### src/hw/rtl/acd_pkg.sv
// Shared types, constants and codes for the area container cell deframer.
`timescale 1ns / 1ps
`default_nettype none
package acd_pkg;

    localparam int GRID_CELLS_DEFAULT = 256;
    localparam int QUEUE_DEPTH        = 4;

    localparam logic [31:0] SIG_A           = 32'h6172_6561;
    localparam logic [31:0] SIG_B           = 32'h4152_4541;
    localparam logic [31:0] CONTAINER_MAGIC = 32'h4348_4E4B;

    typedef enum logic [3:0] {
        PH_SIG      = 4'd0,
        PH_VER      = 4'd1,
        PH_RECMAG   = 4'd2,
        PH_RECSIZE  = 4'd3,
        PH_RECSKIP  = 4'd4,
        PH_CELLHDR  = 4'd5,
        PH_CELLPAY  = 4'd6,
        PH_CELLSKIP = 4'd7,
        PH_HALT     = 4'd8
    } phase_t;

    typedef enum logic [3:0] {
        KIND_PAYLOAD    = 4'd0,
        KIND_CELL_HDR   = 4'd1,
        KIND_SHORT_CELL = 4'd2,
        KIND_BAD_SIG    = 4'd3,
        KIND_TOO_SHORT  = 4'd4,
        KIND_TRUNC_REC  = 4'd5,
        KIND_IDX_OVF    = 4'd6,
        KIND_TRUNC_CELL = 4'd7,
        KIND_DONE       = 4'd8
    } kind_t;

    // One input word after classification by the front end.
    typedef struct packed {
        logic [7:0]  data;
        logic        fin;
        logic        short_file;  // file_length below 8
        logic        avail_lt8;   // fewer than 8 bytes left at this byte
        logic [31:0] rest;        // bytes left after this one
    } in_item_t;

    typedef struct packed {
        kind_t       kind;
        logic [7:0]  payload;
        logic [7:0]  cell_number;
        logic [3:0]  cell_column;
        logic [3:0]  cell_row;
        logic [23:0] cell_bytes;
        logic        first_of_cell;
        logic        last_of_cell;
        logic [15:0] record_ordinal;
        logic        stream_end;
    } result_t;

endpackage
`default_nettype wire

### src/hw/rtl/area_container_cell_deframer.sv
// Top level of the area container cell deframer.
//
// Usage: file bytes enter through a queue-style port: a word is taken at a clock
// edge where push is high and full is low; final_byte marks the last byte of a file.
// Results leave through a second queue port: while empty is low the oldest result
// sits on the result ports and pop takes it. file_length is written over its own
// valid/ready channel (ready is always high); the user must write it only while
// the block is idle, as the block does not enforce this. Each byte gives zero or
// one result, registered in the result queue after the byte leaves the input queue.
// Throughput is one byte per cycle while the result queue has room, set by the
// parser's one-byte-per-cycle state update; four-word queues sit before and after it.
// When the receiver stops popping, the result queue fills, the parser stalls, the
// input queue fills and full rises; nothing is lost or repeated.
// Reset clears both queues, the parse state and file_length to zero; the block
// accepts bytes in the first cycle after reset. After a final byte the parse state
// returns to its reset value, so the next byte starts a new file.
`timescale 1ns / 1ps
`default_nettype none
module area_container_cell_deframer
    import acd_pkg::*;
#(
    parameter int GRID_CELLS = GRID_CELLS_DEFAULT
) (
    input  wire logic        clk,
    input  wire logic        rst_n,
    input  wire logic        cfg_valid,
    output logic             cfg_ready,
    input  wire logic [31:0] file_length,
    input  wire logic        push,
    output logic             full,
    input  wire logic [7:0]  data_byte,
    input  wire logic        final_byte,
    output logic             empty,
    input  wire logic        pop,
    output logic [3:0]       kind,
    output logic [7:0]       payload,
    output logic [7:0]       cell_number,
    output logic [3:0]       cell_column,
    output logic [3:0]       cell_row,
    output logic [23:0]      cell_bytes,
    output logic             first_of_cell,
    output logic             last_of_cell,
    output logic [15:0]      record_ordinal,
    output logic             stream_end
);
    localparam int IN_W  = $bits(in_item_t);
    localparam int RES_W = $bits(result_t);

    in_item_t   front_item;
    in_item_t   mid_item;
    logic [IN_W-1:0]  mid_rd_data;
    logic             mid_empty;
    logic             in_accept;
    logic             consume;
    logic             res_full;
    logic             res_valid;
    result_t          res;
    result_t          out_res;
    logic [RES_W-1:0] out_rd_data;

    assign cfg_ready = 1'b1;
    assign in_accept = push && !full;
    assign consume   = !mid_empty && !res_full;
    assign mid_item  = in_item_t'(mid_rd_data);
    assign out_res   = result_t'(out_rd_data);

    acd_front u_front (
        .clk        (clk),
        .rst_n      (rst_n),
        .cfg_valid  (cfg_valid),
        .cfg_data   (file_length),
        .accept     (in_accept),
        .data_byte  (data_byte),
        .final_byte (final_byte),
        .item       (front_item)
    );

    acd_fifo #(
        .WIDTH (IN_W),
        .DEPTH (QUEUE_DEPTH)
    ) u_in_queue (
        .clk     (clk),
        .rst_n   (rst_n),
        .wr_en   (push),
        .wr_data (front_item),
        .rd_en   (consume),
        .rd_data (mid_rd_data),
        .full    (full),
        .empty   (mid_empty)
    );

    acd_parser #(
        .GRID_CELLS (GRID_CELLS)
    ) u_parser (
        .clk       (clk),
        .rst_n     (rst_n),
        .consume   (consume),
        .item      (mid_item),
        .res_valid (res_valid),
        .res       (res)
    );

    acd_fifo #(
        .WIDTH (RES_W),
        .DEPTH (QUEUE_DEPTH)
    ) u_out_queue (
        .clk     (clk),
        .rst_n   (rst_n),
        .wr_en   (res_valid),
        .wr_data (res),
        .rd_en   (pop),
        .rd_data (out_rd_data),
        .full    (res_full),
        .empty   (empty)
    );

    assign kind           = out_res.kind;
    assign payload        = out_res.payload;
    assign cell_number    = out_res.cell_number;
    assign cell_column    = out_res.cell_column;
    assign cell_row       = out_res.cell_row;
    assign cell_bytes     = out_res.cell_bytes;
    assign first_of_cell  = out_res.first_of_cell;
    assign last_of_cell   = out_res.last_of_cell;
    assign record_ordinal = out_res.record_ordinal;
    assign stream_end     = out_res.stream_end;

endmodule
`default_nettype wire

### src/hw/rtl/acd_fifo.sv
// Small first-in first-out queue of fixed-width words.
`timescale 1ns / 1ps
`default_nettype none
module acd_fifo #(
    parameter int WIDTH = 8,
    parameter int DEPTH = 4
) (
    input  wire logic             clk,
    input  wire logic             rst_n,
    input  wire logic             wr_en,
    input  wire logic [WIDTH-1:0] wr_data,
    input  wire logic             rd_en,
    output logic      [WIDTH-1:0] rd_data,
    output logic                  full,
    output logic                  empty
);
    localparam int AW = (DEPTH > 1) ? $clog2(DEPTH) : 1;
    localparam int CW = $clog2(DEPTH + 1);

    logic [WIDTH-1:0] mem [DEPTH];
    logic [AW-1:0]    wr_ptr_reg, wr_ptr_next;
    logic [AW-1:0]    rd_ptr_reg, rd_ptr_next;
    logic [CW-1:0]    count_reg, count_next;
    logic             do_wr, do_rd;

    assign full    = (count_reg == CW'(DEPTH));
    assign empty   = (count_reg == '0);
    assign do_wr   = wr_en && !full;
    assign do_rd   = rd_en && !empty;
    assign rd_data = mem[rd_ptr_reg];

    always_comb
    begin
        wr_ptr_next = wr_ptr_reg;
        rd_ptr_next = rd_ptr_reg;
        count_next  = count_reg;
        if (do_wr)
        begin
            wr_ptr_next = (wr_ptr_reg == AW'(DEPTH - 1)) ? '0 : wr_ptr_reg + 1'b1;
        end
        if (do_rd)
        begin
            rd_ptr_next = (rd_ptr_reg == AW'(DEPTH - 1)) ? '0 : rd_ptr_reg + 1'b1;
        end
        if (do_wr && !do_rd)
        begin
            count_next = count_reg + 1'b1;
        end
        else if (do_rd && !do_wr)
        begin
            count_next = count_reg - 1'b1;
        end
    end

    always_ff @(posedge clk or negedge rst_n)
    begin
        if (!rst_n)
        begin
            wr_ptr_reg <= '0;
            rd_ptr_reg <= '0;
            count_reg  <= '0;
        end
        else
        begin
            wr_ptr_reg <= wr_ptr_next;
            rd_ptr_reg <= rd_ptr_next;
            count_reg  <= count_next;
        end
    end

    always_ff @(posedge clk)
    begin
        if (do_wr)
        begin
            mem[wr_ptr_reg] <= wr_data;
        end
    end

endmodule
`default_nettype wire

### src/hw/rtl/acd_front.sv
// Front end: holds file_length, tracks the byte position and classifies each byte.
`timescale 1ns / 1ps
`default_nettype none
module acd_front
    import acd_pkg::*;
(
    input  wire logic        clk,
    input  wire logic        rst_n,
    input  wire logic        cfg_valid,
    input  wire logic [31:0] cfg_data,
    input  wire logic        accept,
    input  wire logic [7:0]  data_byte,
    input  wire logic        final_byte,
    output in_item_t         item
);
    logic [31:0] file_length_reg;
    logic [31:0] pos_reg, pos_next;
    logic [31:0] avail;

    assign avail = (file_length_reg > pos_reg) ? (file_length_reg - pos_reg) : '0;

    always_comb
    begin
        item.data       = data_byte;
        item.fin        = final_byte;
        item.short_file = (file_length_reg < 32'd8);
        item.avail_lt8  = (avail < 32'd8);
        item.rest       = (avail != '0) ? (avail - 32'd1) : '0;

        pos_next = pos_reg;
        if (accept)
        begin
            // The position restarts with each new file and saturates at its all-ones maximum.
            if (final_byte)
            begin
                pos_next = '0;
            end
            else if (pos_reg != '1)
            begin
                pos_next = pos_reg + 32'd1;
            end
        end
    end

    always_ff @(posedge clk or negedge rst_n)
    begin
        if (!rst_n)
        begin
            file_length_reg <= '0;
            pos_reg         <= '0;
        end
        else
        begin
            if (cfg_valid)
            begin
                file_length_reg <= cfg_data;
            end
            pos_reg <= pos_next;
        end
    end

endmodule
`default_nettype wire

### src/hw/rtl/acd_parser.sv
// Back end: walks signature, records and cell headers and builds at most one result per byte.
`timescale 1ns / 1ps
`default_nettype none
module acd_parser
    import acd_pkg::*;
#(
    parameter int GRID_CELLS = GRID_CELLS_DEFAULT
) (
    input  wire logic     clk,
    input  wire logic     rst_n,
    input  wire logic     consume,
    input  wire in_item_t item,
    output logic          res_valid,
    output result_t       res
);
    localparam int IDX_W = $clog2(GRID_CELLS + 256);

    phase_t      phase_reg, phase_next;
    logic [31:0] ws_reg, ws_next;
    logic [1:0]  biw_reg, biw_next;
    logic        is_cont_reg, is_cont_next;
    logic [31:0] rec_rem_reg, rec_rem_next;
    logic [23:0] cell_rem_reg, cell_rem_next;
    logic [IDX_W-1:0] next_idx_reg, next_idx_next;
    logic [7:0]  cur_num_reg, cur_num_next;
    logic [23:0] cur_size_reg, cur_size_next;
    logic [15:0] count_reg, count_next;

    logic [31:0] ws_shift;
    logic        word_done;
    logic [1:0]  biw_take;
    logic [31:0] rec_dec;
    logic [23:0] cell_dec;
    logic [IDX_W-1:0] idx_sum;
    logic [23:0] hdr_size;
    logic        have;

    assign ws_shift  = {item.data, ws_reg[31:8]};
    assign word_done = (biw_reg == 2'd3);
    assign biw_take  = word_done ? 2'd0 : biw_reg + 2'd1;
    assign rec_dec   = rec_rem_reg - {31'd0, (rec_rem_reg != '0)};
    assign cell_dec  = cell_rem_reg - {23'd0, (cell_rem_reg != '0)};
    assign idx_sum   = IDX_W'(ws_shift[31:24]) + next_idx_reg;
    assign hdr_size  = ws_shift[23:0];

    always_comb
    begin
        phase_next    = phase_reg;
        ws_next       = ws_reg;
        biw_next      = biw_reg;
        is_cont_next  = is_cont_reg;
        rec_rem_next  = rec_rem_reg;
        cell_rem_next = cell_rem_reg;
        next_idx_next = next_idx_reg;
        cur_num_next  = cur_num_reg;
        cur_size_next = cur_size_reg;
        count_next    = count_reg;
        have          = 1'b0;
        res           = '0;

        unique case (phase_reg)
            PH_SIG:
            begin
                if (biw_reg == 2'd0 && item.short_file)
                begin
                    have       = 1'b1;
                    res.kind   = KIND_TOO_SHORT;
                    phase_next = PH_HALT;
                end
                else
                begin
                    ws_next  = ws_shift;
                    biw_next = biw_take;
                    if (word_done)
                    begin
                        if (ws_shift != SIG_A && ws_shift != SIG_B)
                        begin
                            have       = 1'b1;
                            res.kind   = KIND_BAD_SIG;
                            phase_next = PH_HALT;
                        end
                        else
                        begin
                            phase_next = PH_VER;
                        end
                    end
                end
            end
            PH_VER:
            begin
                ws_next  = ws_shift;
                biw_next = biw_take;
                if (word_done)
                begin
                    phase_next = PH_RECMAG;
                end
            end
            PH_RECMAG:
            begin
                if (biw_reg == 2'd0 && item.avail_lt8)
                begin
                    have       = 1'b1;
                    res.kind   = KIND_DONE;
                    phase_next = PH_HALT;
                end
                else
                begin
                    ws_next  = ws_shift;
                    biw_next = biw_take;
                    if (word_done)
                    begin
                        is_cont_next = (ws_shift == CONTAINER_MAGIC);
                        phase_next   = PH_RECSIZE;
                    end
                end
            end
            PH_RECSIZE:
            begin
                ws_next  = ws_shift;
                biw_next = biw_take;
                if (word_done)
                begin
                    if (ws_shift > item.rest)
                    begin
                        have       = 1'b1;
                        res.kind   = KIND_TRUNC_REC;
                        phase_next = PH_HALT;
                    end
                    else
                    begin
                        rec_rem_next = ws_shift;
                        if (is_cont_reg)
                        begin
                            if (count_reg != '1)
                            begin
                                count_next = count_reg + 16'd1;
                            end
                            next_idx_next = '0;
                            phase_next    = PH_CELLHDR;
                        end
                        else
                        begin
                            phase_next = PH_RECSKIP;
                        end
                        if (ws_shift == '0)
                        begin
                            phase_next = PH_RECMAG;
                        end
                    end
                end
            end
            PH_RECSKIP:
            begin
                rec_rem_next = rec_dec;
                if (rec_dec == '0)
                begin
                    phase_next = PH_RECMAG;
                end
            end
            PH_CELLHDR:
            begin
                rec_rem_next = rec_dec;
                if (biw_reg == 2'd0 && rec_rem_reg < 32'd4)
                begin
                    // A container tail too short for a header is dropped silently.
                    phase_next = (rec_dec != '0) ? PH_RECSKIP : PH_RECMAG;
                end
                else
                begin
                    ws_next  = ws_shift;
                    biw_next = biw_take;
                    if (word_done)
                    begin
                        have            = 1'b1;
                        next_idx_next   = idx_sum + 1'b1;
                        cur_size_next   = hdr_size;
                        cur_num_next    = idx_sum[7:0];
                        res.cell_number = idx_sum[7:0];
                        res.cell_column = idx_sum[3:0];
                        res.cell_row    = idx_sum[7:4];
                        res.cell_bytes  = hdr_size;
                        if (idx_sum >= IDX_W'(GRID_CELLS))
                        begin
                            res.kind   = KIND_IDX_OVF;
                            phase_next = (rec_dec != '0) ? PH_RECSKIP : PH_RECMAG;
                        end
                        else if ({8'd0, hdr_size} > rec_dec)
                        begin
                            res.kind   = KIND_TRUNC_CELL;
                            phase_next = (rec_dec != '0) ? PH_RECSKIP : PH_RECMAG;
                        end
                        else if (hdr_size < 24'd4)
                        begin
                            res.kind      = KIND_SHORT_CELL;
                            cell_rem_next = hdr_size;
                            if (hdr_size == '0)
                            begin
                                phase_next = (rec_dec != '0) ? PH_CELLHDR : PH_RECMAG;
                            end
                            else
                            begin
                                phase_next = PH_CELLSKIP;
                            end
                        end
                        else
                        begin
                            res.kind      = KIND_CELL_HDR;
                            cell_rem_next = hdr_size;
                            phase_next    = PH_CELLPAY;
                        end
                    end
                end
            end
            PH_CELLPAY:
            begin
                have              = 1'b1;
                res.kind          = KIND_PAYLOAD;
                res.payload       = item.data;
                res.cell_number   = cur_num_reg;
                res.cell_column   = cur_num_reg[3:0];
                res.cell_row      = cur_num_reg[7:4];
                res.cell_bytes    = cur_size_reg;
                res.first_of_cell = (cell_rem_reg == cur_size_reg);
                res.last_of_cell  = (cell_rem_reg <= 24'd1);
                rec_rem_next      = rec_dec;
                cell_rem_next     = cell_dec;
                if (cell_dec == '0)
                begin
                    phase_next = (rec_dec != '0) ? PH_CELLHDR : PH_RECMAG;
                end
            end
            PH_CELLSKIP:
            begin
                rec_rem_next  = rec_dec;
                cell_rem_next = cell_dec;
                if (cell_dec == '0)
                begin
                    phase_next = (rec_dec != '0) ? PH_CELLHDR : PH_RECMAG;
                end
            end
            PH_HALT:
            begin
                phase_next = PH_HALT;
            end
            default:
            begin
                phase_next = PH_HALT;
            end
        endcase

        res.record_ordinal = count_next;

        // The last byte of a file always closes it, and the next byte starts afresh.
        if (item.fin)
        begin
            if (!have && phase_reg != PH_HALT)
            begin
                have               = 1'b1;
                res                = '0;
                res.kind           = KIND_DONE;
                res.record_ordinal = count_next;
            end
            res.stream_end = have;
            phase_next    = PH_SIG;
            ws_next       = '0;
            biw_next      = '0;
            is_cont_next  = 1'b0;
            rec_rem_next  = '0;
            cell_rem_next = '0;
            next_idx_next = '0;
            cur_num_next  = '0;
            cur_size_next = '0;
            count_next    = '0;
        end

        res_valid = consume && have;
    end

    always_ff @(posedge clk or negedge rst_n)
    begin
        if (!rst_n)
        begin
            phase_reg    <= PH_SIG;
            ws_reg       <= '0;
            biw_reg      <= '0;
            is_cont_reg  <= 1'b0;
            rec_rem_reg  <= '0;
            cell_rem_reg <= '0;
            next_idx_reg <= '0;
            cur_num_reg  <= '0;
            cur_size_reg <= '0;
            count_reg    <= '0;
        end
        else if (consume)
        begin
            phase_reg    <= phase_next;
            ws_reg       <= ws_next;
            biw_reg      <= biw_next;
            is_cont_reg  <= is_cont_next;
            rec_rem_reg  <= rec_rem_next;
            cell_rem_reg <= cell_rem_next;
            next_idx_reg <= next_idx_next;
            cur_num_reg  <= cur_num_next;
            cur_size_reg <= cur_size_next;
            count_reg    <= count_next;
        end
    end

endmodule
`default_nettype wire
### config.mk
export PLATFORM = sky130hd
export DESIGN_NAME = area_container_cell_deframer
export DESIGN_NICKNAME = d
export VERILOG_FILES = /design/src/hw/rtl/acd_pkg.sv /design/src/hw/rtl/area_container_cell_deframer.sv /design/src/hw/rtl/acd_fifo.sv /design/src/hw/rtl/acd_front.sv /design/src/hw/rtl/acd_parser.sv
export SDC_FILE = /design/constraint.sdc
export NUM_CORES = 1
export LEC_CHECK = 0
export BUFFER_PORTS_ARGS = -buffer_cell sky130_fd_sc_hd__buf_2
export CAP_MARGIN = 20
export CORE_UTILIZATION = 58
export CTS_BUF_LIST = sky130_fd_sc_hd__clkbuf_16
export DETAILED_ROUTE_END_ITERATION = 10
export GPL_TIMING_DRIVEN = 0
export PLACE_DENSITY = 0.79
export SLEW_MARGIN = 20
export SYNTH_ARGS = -nofsm -noshare
export SYNTH_HDL_FRONTEND = slang
export SYNTH_SLANG_ARGS = --single-unit
### constraint.sdc
create_clock -name clk -period 19.7 [get_ports clk]
set_clock_uncertainty 0.2 [all_clocks]
set_input_delay 5.91 -clock clk [delete_from_list [all_inputs] [get_ports clk]]
set_output_delay 5.91 -clock clk [all_outputs]
set_load 0.05 [all_outputs]
==> flow_summary.json <==
{
  "die_h_um": 242,
  "setup_violations": 0,
  "viasPerCell": 6.56,
  "fillers": 4154,
  "die_area_um2": 58400,
  "cts-root-buf": "clkbuf_16",
  "largest_reg_flops": 252,
  "end_kind": "output port",
  "max_stage_delay_ns": 0.82,
  "wl_met3_um": 7890,
  "peakVddDrop_mv": 0.148,
  "cp_top_family": "buffers and inverters",
  "finalCriticalPeriod_ns": 9.65,
  "postCtsSetupBuffers": 0,
  "critical_path_required_ns": 13.59,
  "ant_nets": 0,
  "regMostFlops": "u_out_queue.mem",
  "timing.final.crit_share_pct": 49.0,
  "cts_buffers": 67,
  "cts.sinks": 646,
  "hold_start": "u_in_queue.count_reg[2]",
  "synth_fp_nets": 2956,
  "r2r_start": "u_in_queue.rd_ptr_reg[0]",
  "top_regs": "u_out_queue.mem: 252 flops, u_in_queue.mem: 172 flops",
  "seq_area_um2": 18300,
  "hold_class": "register to register",
  "wl_per_cell_um": 24.8,
  "yosys_warnings": 0,
  "yosys-top-cells-area": "edfxtp_1 38%, dfrtp_1 17%, mux4_2 7.1%, ha_1 4.5%, nand2_1 2.8%",
  "yosys.area.top_type": "edfxtp_1",
  "crit_type": "register to output port",
  "ioPinCount": 120,
  "met1_length_um": 36900,
  "cts_resized": 0,
  "tritoncts": "built",
  "path_cells": "clkbuf_1 > buf_1 > mux4_2 > buf_4 > buf_2",
  "cts_htree_levels": 3,
  "rows": 87,
  "fmax_mhz": 104,
  "firstDrtPassIters": 6,
  "fin_setup_tns_ns": 0,
  "dr_wl_met2_um": 45600,
  "hpwl_um": 64300,
  "synth_cell_types": 100,
  "n_antenna_cell": 0,
  "outcome": "complete, no violations",
  "dp.cells": 3666,
  "port_buffers": 117,
  "antenna_found_initial": 1,
  "grt_pass1_vias": 24700,
  "max-slew-margin-rel_pct": 25.5,
  "synth_cells": 2787,
  "path_buf_inv": 4,
  "clk_pin_slew_worst_paths_ns": 0.06,
  "hold_buffers": 0,
  "power.density_nw_per_um2": 191,
  "top_layer": "met4",
  "worstPathMaxFanout": 10,
  "layout-drive-gt1-share_pct": 14.5,
  "yosysSeqAreaShare_pct": 54.9,
  "rsz0062_at_grt": "no",
  "grt_pass1_wl_um": 145000,
  "core-area_um2": 56600,
  "grt_max_degree": 99,
  "tightest_slew_ns": 1.11,
  "track_usage_pct": 32.3,
  "drt-initial-drc-count": 2878,
  "cp-start-kind": "register",
  "fin_nets": 3148,
  "multi_input_area_um2": 14000,
  "synth_edf_count": 424,
  "routabilityCongestion": 0.967,
  "drc": 0,
  "initial_utilization_pct": 58.9,
  "syn_area_um2": 33300,
  "cts_buffer_depth": 3,
  "synth_area_per_cell_um2": 12.0,
  "synth.top_cell.area_share_pct": 38.2,
  "syn_to_final_growth_pct": 11.4,
  "synth_flop_cell": "edfxtp_1",
  "async_flop_share_pct": 34.4,
  "clk_latency_ns": 0.63,
  "leakagePower_uw": 0.0141,
  "vias": 24800,
  "final_hold_viol_count": 0,
  "maxSlewViolCount": 0,
  "ys_ff_latch": 646,
  "grt_remaining_overflow": 0,
  "wirelength_um": 94100,
  "crit_arrival_ns": 3.54,
  "cap_violations": 0,
  "slowest_stage": "buf_1",
  "setup.worst_path.start": "u_out_queue.rd_ptr_reg[0]",
  "fin_cells": 3790,
  "die_x_um": 242
}
==> final timing paths <==
path	to	slack (ns)	cells after the start
hold / removal	u_in_queue.count_reg[2]	0.29	1
max in group asynchronous	u_parser.cell_rem_reg[22]	12.94	3
min in group asynchronous	u_front.pos_reg[23]	5.00	1
setup / recovery	cell_row[1]	10.05	5
setup reg to reg	u_parser.rec_rem_reg[25]	12.76	17
hold reg to reg	u_in_queue.count_reg[2]	0.29	1
==> worst register-to-register path, delay by kind of cell (launching register included) <==
family | cells | cell delay, ns
flip-flops | 1 | 0.39
adder cells (fa/ha/maj) | 1 | 0.14
multiplexers | 1 | 0.60
AND/OR/NAND/NOR | 7 | 1.95
buffers and inverters | 5 | 2.16
AO/OA/AOI/OAI | 3 | 1.40
==> logic make-up (layout without fill, tap and decap cells) <==
kind of cell | count (synthesis) | in the layout | share of synthesized area, %
AOI/OAI and AO/OA | 626 | 626 | 12.3
xor gates and xnor gates | 137 | 137 | 3.62
adders and majority gates | 123 | 123 | 4.71
buffers and inverters | 261 | 508 | 3.20
DFF | 646 | 646 | 54.9
muxes | 155 | 155 | 8.76
other | 1 | 1 | 0.0112
and+or+nand+nor | 838 | 838 | 12.6
==> cell usage after synthesis (7+ instances only) <==
library cell	number
a211oi_1	10
a21o_1	35
a21oi_1	143
a22o_1	70
a22oi_1	8
a31oi_1	18
and2_1	37
and3_1	38
and4_1	9
buf_1	20
buf_2	14
buf_4	15
clkbuf_1	106
dfrtp_1	222
edfxtp_1	424
ha_1	119
inv_1	103
mux2_2	41
mux4_2	105
nand2_1	248
nand2b_1	12
nand3_1	51
nand4_1	41
nor2_1	180
nor2b_1	15
nor3_1	79
nor3b_1	7
nor4_1	45
nor4b_1	7
o2111ai_1	20
o211ai_1	19
o21a_1	20
o21ai_0	178
o21bai_1	9
o22ai_1	8
o31ai_1	18
or3_1	26
or4_1	10
xnor2_1	92
xor2_1	44
==> layout by cell type, fill, tap and decap left out, types with 29 or more instances in the layout <==
| cell | count |
|---|---|
| dfrtp_1 | 222 |
| nor3_1 | 79 |
| inv_1 | 120 |
| and2_1 | 29 |
| xor2_1 | 44 |
| ha_1 | 119 |
| nand4_1 | 41 |
| nor4_1 | 44 |
| xnor2_1 | 92 |
| nor2_1 | 180 |
| buf_2 | 130 |
| mux4_2 | 105 |
| mux2_2 | 41 |
| nand2_1 | 248 |
| edfxtp_1 | 424 |
| and3_1 | 38 |
| clkbuf_16 | 69 |
| nand3_1 | 51 |
| a22o_1 | 70 |
| a21oi_1 | 143 |
| o21ai_0 | 178 |
| clkbuf_1 | 106 |
| a21o_1 | 35 |
==> power by group <==
| part | internal (µW) | switching [µW] |
|---|---|---|
| combinational | 1230 | 2550 |
| clock | 649 | 554 |
| sequential | 1910 | 224 |
==> stage by stage <==
| stage | util (%) | power (µW) | instance area (µm²) | setup slack [ns] | hold WS, ns |
|---|---|---|---|---|---|
| after detailed placement | 62.0 | 5810 | 35100 | 10.67 | 0.276 |
| final | 65.6 | 7110 | 37200 | 10.05 | 0.287 |
| after global routing | 65.6 | 7470 | 37200 | 9.83 | 0.302 |
| after CTS | 65.6 | 7070 | 37200 | 9.93 | 0.288 |
| after global placement | 61.6 | 5670 | 34900 | 8.48 | 0.261 |
| after floorplan | - | 4720 | 33300 | 11.29 | 0.249 |
==> routing by layer <==
layer  vias to the layer above  track usage (%)
li1                      10900                -
met1                     12400             42.3
met2                      1264             53.8
met3                       238             5.37
met4                         0             13.2
met5                         -                0
==> cell type report <==
class	count	share of cell area, %
Tap cell	756	2.55
Multi-Input combinational cell	1880	37.7
Clock inverter	55	0.956
Sequential cell	646	49.2
Inverter	104	1.05
Clock buffer	69	4.65
Buffer	157	1.83
Timing Repair Buffer	123	2.05
Note: power is estimated with default switching activity, not from simulation.
